`src/design/smwp_pkg.sv`:
```
// ---------------------------------------------------------------------------
// smwp_pkg
// Shared types and constants of the skyline min-waste packer.
// ---------------------------------------------------------------------------
package smwp_pkg;

    // coordinate and area widths
    localparam int CW     = 15;
    localparam int AREA_W = 29;
    localparam int TAG_W  = 32;
    localparam logic [AREA_W-1:0] AREA_MAX = {AREA_W{1'b1}};

    // result status codes
    localparam logic [1:0] ST_PLACED = 2'd0;
    localparam logic [1:0] ST_NOFIT  = 2'd1;
    localparam logic [1:0] ST_FULL   = 2'd2;

    // configuration register indexes
    localparam logic [1:0] REG_BIN_WIDTH  = 2'd0;
    localparam logic [1:0] REG_BIN_HEIGHT = 2'd1;
    localparam logic [1:0] REG_ROT_EN     = 2'd2;

    // one skyline segment
    typedef struct packed {
        logic [CW-1:0] l;
        logic [CW-1:0] t;
        logic [CW-1:0] s;
    } t_seg;

    // controller to datapath commands
    typedef struct packed {
        logic latch;
        logic cand_init;
        logic scan_ex;
        logic fit_mul;
        logic fit_cmp;
        logic pl_init;
        logic pl_a;
        logic pl_b;
        logic pl_c;
        logic pl_tail;
        logic pl_flush;
        logic pl_end;
        logic area_mul;
        logic area_add;
    } t_cmd;

    // datapath to controller status
    typedef struct packed {
        logic zero_side;
        logic scan_more;
        logic cand_left;
        logic found_any;
        logic place_more;
        logic full;
    } t_sts;

endpackage

```
`src/design/smwp_ctrl.sv`:
```
// ---------------------------------------------------------------------------
// smwp_ctrl
// Sequencer of the packer: candidate scan, placement rebuild, area update.
// ---------------------------------------------------------------------------
module smwp_ctrl (
    input  logic           i_clk,
    input  logic           i_rst_n,
    input  logic           start,
    input  smwp_pkg::t_sts i_sts,
    output smwp_pkg::t_cmd o_cmd,
    output logic           busy,
    output logic           o_valid
);
    import smwp_pkg::*;

    typedef enum logic [17:0] {
        S_IDLE     = 18'b000000000000000001,
        S_CHECK    = 18'b000000000000000010,
        S_CAND     = 18'b000000000000000100,
        S_SC_RD    = 18'b000000000000001000,
        S_SC_EX    = 18'b000000000000010000,
        S_FIT_MUL  = 18'b000000000000100000,
        S_FIT_CMP  = 18'b000000000001000000,
        S_PL_INIT  = 18'b000000000010000000,
        S_PL_RD    = 18'b000000000100000000,
        S_PL_A     = 18'b000000001000000000,
        S_PL_B     = 18'b000000010000000000,
        S_PL_C     = 18'b000000100000000000,
        S_PL_TAIL  = 18'b000001000000000000,
        S_PL_FLUSH = 18'b000010000000000000,
        S_PL_END   = 18'b000100000000000000,
        S_AREA_MUL = 18'b001000000000000000,
        S_AREA_ADD = 18'b010000000000000000,
        S_DONE     = 18'b100000000000000000
    } t_state;

    t_state r_state, n_state;

    // state register
    always_ff @(posedge i_clk) begin
        if (!i_rst_n) begin
            r_state <= S_IDLE;
        end else begin
            r_state <= n_state;
        end
    end

    // next state and commands
    always_comb begin
        n_state = r_state;
        o_cmd   = '0;
        unique case (r_state)
            S_IDLE: begin
                if (start) begin
                    o_cmd.latch = 1'b1;
                    n_state     = S_CHECK;
                end
            end
            S_CHECK:    n_state = i_sts.zero_side ? S_DONE : S_CAND;
            S_CAND: begin
                o_cmd.cand_init = 1'b1;
                n_state         = S_SC_RD;
            end
            S_SC_RD:    n_state = S_SC_EX;
            S_SC_EX: begin
                o_cmd.scan_ex = 1'b1;
                n_state       = i_sts.scan_more ? S_SC_RD : S_FIT_MUL;
            end
            S_FIT_MUL: begin
                o_cmd.fit_mul = 1'b1;
                n_state       = S_FIT_CMP;
            end
            S_FIT_CMP: begin
                o_cmd.fit_cmp = 1'b1;
                if (i_sts.cand_left) begin
                    n_state = S_CAND;
                end else if (i_sts.found_any) begin
                    n_state = S_PL_INIT;
                end else begin
                    n_state = S_DONE;
                end
            end
            S_PL_INIT: begin
                o_cmd.pl_init = 1'b1;
                n_state       = S_PL_RD;
            end
            S_PL_RD:    n_state = S_PL_A;
            S_PL_A: begin
                o_cmd.pl_a = 1'b1;
                n_state    = S_PL_B;
            end
            S_PL_B: begin
                o_cmd.pl_b = 1'b1;
                n_state    = S_PL_C;
            end
            S_PL_C: begin
                o_cmd.pl_c = 1'b1;
                n_state    = i_sts.place_more ? S_PL_RD : S_PL_TAIL;
            end
            S_PL_TAIL: begin
                o_cmd.pl_tail = 1'b1;
                n_state       = S_PL_FLUSH;
            end
            S_PL_FLUSH: begin
                o_cmd.pl_flush = 1'b1;
                n_state        = S_PL_END;
            end
            S_PL_END: begin
                o_cmd.pl_end = 1'b1;
                n_state      = i_sts.full ? S_DONE : S_AREA_MUL;
            end
            S_AREA_MUL: begin
                o_cmd.area_mul = 1'b1;
                n_state        = S_AREA_ADD;
            end
            S_AREA_ADD: begin
                o_cmd.area_add = 1'b1;
                n_state        = S_DONE;
            end
            S_DONE:     n_state = S_IDLE;
            default:    n_state = S_IDLE;
        endcase
    end

    assign busy    = (r_state != S_IDLE);
    assign o_valid = (r_state == S_DONE);

endmodule

```
`config.mk`:
```
export PLATFORM = sky130hd
export DESIGN_NAME = smwp_ctrl
export DESIGN_NICKNAME = d
export VERILOG_FILES = /design/src/design/smwp_pkg.sv /design/src/design/smwp_ctrl.sv
export SDC_FILE = /design/constraint.sdc
export NUM_CORES = 1
export LEC_CHECK = 0
export BUFFER_PORTS_ARGS = -buffer_cell sky130_fd_sc_hd__clkbuf_2
export CAP_MARGIN = 20
export CORE_MARGIN = 2
export CORE_UTILIZATION = 42
export DETAILED_ROUTE_END_ITERATION = 12
export HOLD_SLACK_MARGIN = 0.05
export PLACE_DENSITY = 0.62
export RECOVER_POWER = 50
export SETUP_SLACK_MARGIN = 0.2
export SYNTH_ARGS = -nofsm -noshare
export SYNTH_HDL_FRONTEND = slang
export SYNTH_SLANG_ARGS = --single-unit
export TNS_END_PERCENT = 5
```
`constraint.sdc`:
```
create_clock -name i_clk -period 2.8 [get_ports i_clk]
set_input_delay 0.28 -clock i_clk [delete_from_list [all_inputs] [get_ports i_clk]]
set_output_delay 0.28 -clock i_clk [all_outputs]
set_load 0.05 [all_outputs]
```
==> results of run 1 <==
## area by class of cell
type / instances / share of cell area [%]
clock buffers: 4 / 2.80
well taps: 30 / 2.90
flip-flops and latches: 18 / 28.0
inverters: 4 / 1.16
multi-input cells: 93 / 53.7
repair buffers: 27 / 11.4
## per-stage QoR
stage	setup TNS (ps)	instances	hold slack (ps)	instance area [µm²]	total power, mW
after detailed placement	0	171	525	1210	0.404
after global routing	0	176	205	1290	0.607
after floorplan	-759	123	416	1080	0.372
final	0	176	209	1290	0.578
after global placement	0	171	518	1210	0.402
after CTS	0	176	204	1250	0.570
## kinds of logic after synthesis
logic type      Yosys count  share of synthesized area [%]
buf+inv                  12                           5.35
simple gates             69                           43.9
xor+xnor                  6                           4.89
flops                    18                           33.5
compound gates           18                           12.3
## routing by layer
layer | vias up | GRT usage, % | part of all wire (%)
met5 | - | 0 | 0
met4 | 0 | 10.4 | 1.6
met3 | 4 | 3.83 | 6.3
met2 | 42 | 32.3 | 45
met1 | 496 | 27.9 | 47
li1 | 521 | - | -
## power by group
group / leakage, nW / internal [mW] / switching, mW
logic: 0.389 / 0.0503 / 0.0857
registers: 0.146 / 0.261 / 0.0129
clock network: 0.0210 / 0.0794 / 0.0879
total: 0.557 / 0.391 / 0.187
## what timing repair did
action,in CTS,in global routing
setup endpoints to repair,7,13
setup buffers,1,0
pin swaps,1,0
gates resized for setup,0,16
## worst max path at each step
stage / end / depth (start not counted)
after detailed placement: o_cmd[13] / 5
after CTS: o_cmd[11] / 4
after floorplan: r_state[11] / 5
after global routing: o_cmd[0] / 5
after global placement: o_cmd[11] / 4
final: o_cmd[0] / 5
## synth_stat cells (4+ instances only)
master | count | area (µm²)
nor4_1 | 11 | 68.8
xor2_1 | 4 | 35.0
nor3_1 | 4 | 20.0
nor2_1 | 15 | 56.3
nor4b_1 | 5 | 43.8
nand4_1 | 4 | 25.0
a21oi_1 | 4 | 20.0
dfxtp_1 | 18 | 360
clkbuf_1 | 4 | 15.0
o21ai_0 | 4 | 20.0
and3b_1 | 5 | 43.8
inv_1 | 4 | 15.0
nor3b_1 | 4 | 30.0
## critical path: stages, from the launching register on
cell and delay [ps]:
dfxtp_1 380, or4_4 590, nor4_1 310, buf_4 210
and4b_2 260, clkbuf_2 280
==> results.ini, run 1 <==
[outcome]
status=completed

[placement]
io_buffers=24
routabilityCongestion=0.810
dpl.hpwl_mm=1.95
preCtsSetupSlack_ps=482

[worst_setup_path]
worstPathArrival_ps=2320
reg2reg_depth=6
r2r_slack_ps=600
setup.worst_path.start=r_state[4]
crit-reg2reg-capture=r_state[13]
cp_max_fo=6
worstPathRequired_ps=2520
worstSetupEndpointType=output port
critPathKind=reg -> out
worstReg2RegStart=r_state[4]
cp-start-kind=register

[detailed_routing]
via_per_inst=6.04
drt_iter0_drc=27
drc=0
via_count=1063
drtPass1Iterations=4
routedWlPerCell_um=15.4
ant_nets=0
wirelength_mm=2.70

[cells_and_area]
fin_nets=156
final_cell_mix=clkbuf_2 (22), dfxtp_1 (16), nor2_1 (15), nor4_1 (8)
reg.largest.list=r_state: 18 flops
fin_util_pct=52.7
final_common_cell=clkbuf_2
areaGrowthSynthToFinish_pct=20.4
regMostFlops=r_state
drive_above_1_share_pct=31.5
fillCellCount=244
seqCellArea_um2=363
multi_input_area_um2=694
diodes=0
largest_reg_flops=18

[floorplan]
dieArea_um2=2980
initial_core_util_pct=43.8
pin_count=25
fp-row-count=18
fp.dieW_um=54.6
core_area_um2=2450
fp.dieH_um=54.6

[clock_network]
path_clk_slew_ps=110
cts_root_buffer=clkbuf_4
clockBufferDepth=2
cts_inserted_buffers=3
hold_buffers=0
clkSinkCount=18
htreeDepth=1
cts_tree=built
clock_latency_ps=300

[sta]
period_share_pct=93.0
slew_violations=0
fmax_mhz=384
setup_viol=0
grt_setup_unrepaired=yes
fin_worst_skew_ps=3.02
final-hold-violation-count=0
max_slew_margin_pct=73.9
tightest_slew_ps=381
fin_crit_ps=2600
final_critical_path_setup_slack_ps=195

[yosys]
synthFlopType=dfxtp_1
ys_ff_latch=18
synthArstFlopShare_pct=0
ys_warn_count=0
synthDistinctLibCells=39
yosysSeqAreaShare_pct=33.5
syn_avg_cell_area_um2=8.74
synth_edf_count=0
synth.cell_area_um2=1070
synthesis.nets=132
synth_cells=123

[run]
max_cap_violations=0

[global_routing]
groute.usage.overall_pct=21.0
antenna_found_initial=0
grt_max_degree=11
overflow=0
grt_pass1_wl_mm=4.40
first_global_vias=978

[hold_path]
hold_depth=3
holdPathEnd=r_state[7]
hold_class=in -> reg
worstHoldStart=i_sts[2]

[power]
power_leakage_nw=0.557
powerDensity_nw_per_um2=446
irDropWorstVdd_uv=356

(Power assumes the default switching activity.)
==> run 2: changes to the inputs <==
--- a/config.mk
+++ b/config.mk
@@ -5,13 +5,14 @@
 export SDC_FILE = /design/constraint.sdc
 export NUM_CORES = 1
 export LEC_CHECK = 0
+export ABC_AREA = 1
 export BUFFER_PORTS_ARGS = -buffer_cell sky130_fd_sc_hd__clkbuf_2
 export CAP_MARGIN = 20
 export CORE_MARGIN = 2
 export CORE_UTILIZATION = 42
 export DETAILED_ROUTE_END_ITERATION = 12
 export HOLD_SLACK_MARGIN = 0.05
-export PLACE_DENSITY = 0.62
+export PLACE_DENSITY = 0.61
 export RECOVER_POWER = 50
 export SETUP_SLACK_MARGIN = 0.2
 export SYNTH_ARGS = -nofsm -noshare
==> results.ini, run 2 <==
[cells_and_area]
reg.largest.list=r_state: 18 flops
fillCellCount=250  ; +2.5%
multi_input_area_um2=588  ; -15%
diodes=0  ; unchanged
regMostFlops=r_state
areaGrowthSynthToFinish_pct=12.9
final_cell_mix=inv_1 (40), nand2_1 (30), nor2_1 (27), clkbuf_2 (24)
final_common_cell=inv_1
seqCellArea_um2=360  ; -0.69%
fin_nets=211  ; +35%
drive_above_1_share_pct=24.9  ; -6.6 points
largest_reg_flops=18  ; unchanged

[yosys]
synth-simple-area-share_pct=51.4  ; +7.5 points
yosysSeqAreaShare_pct=31.4  ; -2.2 points
synthesis.nets=184  ; +39%
synth-compound-area-share_pct=2.18  ; -10 points
synth.cell_area_um2=1150  ; +6.9%
ys_warn_count=0  ; unchanged
synthAdderAreaFrac_pct=0  ; unchanged
synthXorXnorAreaFrac_pct=0  ; -4.9 points
synthTopCellsByCount=inv_1 (38), nand2_1 (28), nor2_1 (26)
synth_top_area_share_pct=31.4  ; -2.2 points
syn_avg_cell_area_um2=6.56  ; -25%
synth_top_family_by_area=simple AND/OR/NAND/NOR gates
synthFlopType=dfxtp_1
synthArstFlopShare_pct=0  ; unchanged
yosys-top-cells-area=dfxtp_1 (31%), inv_1 (12%), nand2_1 (9.2%), nor2_1 (8.5%), nand3_1 (7.8%)
synth.most_common_cell=inv_1
ys_ff_latch=18  ; unchanged
synthMuxAreaShare_pct=0  ; unchanged
synth_edf_count=0  ; unchanged
synth_largest_area_cell=dfxtp_1
synthDistinctLibCells=24  ; -38%
synth_cells=175  ; +42%

[floorplan]
fp-row-count=18  ; unchanged
core_area_um2=2540  ; +3.7%
dieArea_um2=3170  ; +6.4%
fp.dieW_um=56.3  ; +3.1%
fp.dieH_um=56.3  ; +3.1%
pin_count=25  ; unchanged
initial_core_util_pct=45.1  ; +1.4 points

[worst_setup_path]
cp-start-kind=register
critPathKind=reg -> out
worstPathCellList=nor2_1 -> nand2_1 -> nor2_1 -> inv_1 -> nor3_1 -> clkbuf_2
worstPathRequired_ps=2520  ; about the same
worstPathArrival_ps=2010  ; -310 ps
path_delay_family=simple AND/OR/NAND/NOR gates
path_buf_inv=2  ; unchanged
cpMostUsedCell=nor2_1
cpPeakStageDelay_ps=370  ; -220 ps
worstSetupEndpointType=output port
critPathSlowestCell=nor2_1
cp_max_fo=7  ; +1

[detailed_routing]
ant_nets=0  ; unchanged
via_count=1103  ; +3.8%
routedWlPerCell_um=11.3  ; -26%
drc=0  ; unchanged
drt_iter0_drc=28  ; +3.7%
drtPass1Iterations=4  ; unchanged
wirelength_mm=2.62  ; -3.2%
via_per_inst=4.77  ; -21%

[power]
power_leakage_nw=0.805  ; +45%
powerDensity_nw_per_um2=483  ; +8.2%
power_mw=0.626  ; +8.4%
irDropWorstVdd_uv=382  ; +7.4%

[clock_network]
clockBufferDepth=2  ; unchanged
cts_root_buffer=clkbuf_4
cts_inserted_buffers=3  ; unchanged
post_cts_buffers=0  ; -1
clkSinkCount=18  ; unchanged
htreeDepth=1  ; unchanged
cts_tree=built
hold_buffers=0  ; unchanged
clock_latency_ps=290  ; about the same
path_clk_slew_ps=110  ; about the same
post_cts_resized=0  ; unchanged

[run]
max_cap_violations=0  ; unchanged

[sta]
fin_worst_skew_ps=1.67  ; -1.35 ps
tightest_slew_ps=426  ; +44.8 ps
tns_ps=0  ; unchanged
setup_viol=0  ; unchanged
hold_slack_ps=150  ; -58.7 ps
max_slew_margin_pct=71.5  ; -2.4 points
final-hold-violation-count=0  ; unchanged
fmax_mhz=437  ; +14%
slew_violations=0  ; unchanged
grt_setup_unrepaired=no
period_share_pct=81.8  ; -11 points
fin_crit_ps=2290  ; -314 ps

[placement]
routabilityCongestion=0.862  ; +6.4%
dpl.hpwl_mm=2.12  ; +8.5%
io_buffers=24  ; unchanged

[hold_path]
hold_class=in -> reg

[outcome]
status=completed

[global_routing]
antenna_found_initial=0  ; unchanged
first_global_vias=990  ; +1.2%
grt_max_degree=12  ; +1
grt_pass1_wl_mm=4.51  ; +2.3%
overflow=0  ; unchanged
groute.usage.overall_pct=17.5  ; -3.5 points

-- run 2: changes by cell type after synthesis, moves of 10 or more --
cell and delta:
nor2_1 +11, nor2_2 +10, nand2_1 +25, nand3_1 +15, nor4_1 -10, inv_1 +34
-- run 2: where the power goes --
part,switching (mW),leakage (nW),total [mW],internal (mW)
sequential,0.00593,0.146,0.271,0.265
clock,0.0850,0.0210,0.164,0.0793
combinational,0.143,0.638,0.191,0.0485
total,0.234,0.805,0.626,0.393
-- run 2: per-layer routing --
layer	global-route usage, %	part of all wire [%]
met5	0	0
met4	2.72	0.50
met3	4.84	4.4
met2	27.9	46
met1	24.1	49
-- run 2: cell type report --
class	count	share of cell area [%]
inverters	41	11.9
well taps	30	2.90
multi-input cells	114	45.4
repair buffers	24	9.27
clock buffers	4	2.80
flip-flops and latches	18	27.8
-- run 2: path summary, 6_finish.rpt --
kind                    start           to  slack, ps  cells past startpoint
setup / recovery   r_state[6]     o_cmd[4]        510                      6
hold / removal       i_sts[1]  r_state[12]        150                      2
setup reg to reg  r_state[10]  r_state[10]        660                     10
hold reg to reg    r_state[1]   r_state[1]        520                      2
-- run 2: logic make-up after synthesis --
group | count (synthesis)
AOI/OAI and AO/OA | 4
DFF | 18
and+or+nand+nor | 110
buffers and inverters | 43
-- run 2: stage by stage --
step	instances	setup WS (ps)	area (µm²)	util [%]
2_1_floorplan	175	556	1150	-
3_3_place_gp	227	990	1290	50.6
3_5_place_dp	227	967	1290	50.6
4_1_cts	231	620	1320	52.0
5_1_grt	231	327	1300	50.9
6_report	231	509	1300	50.9
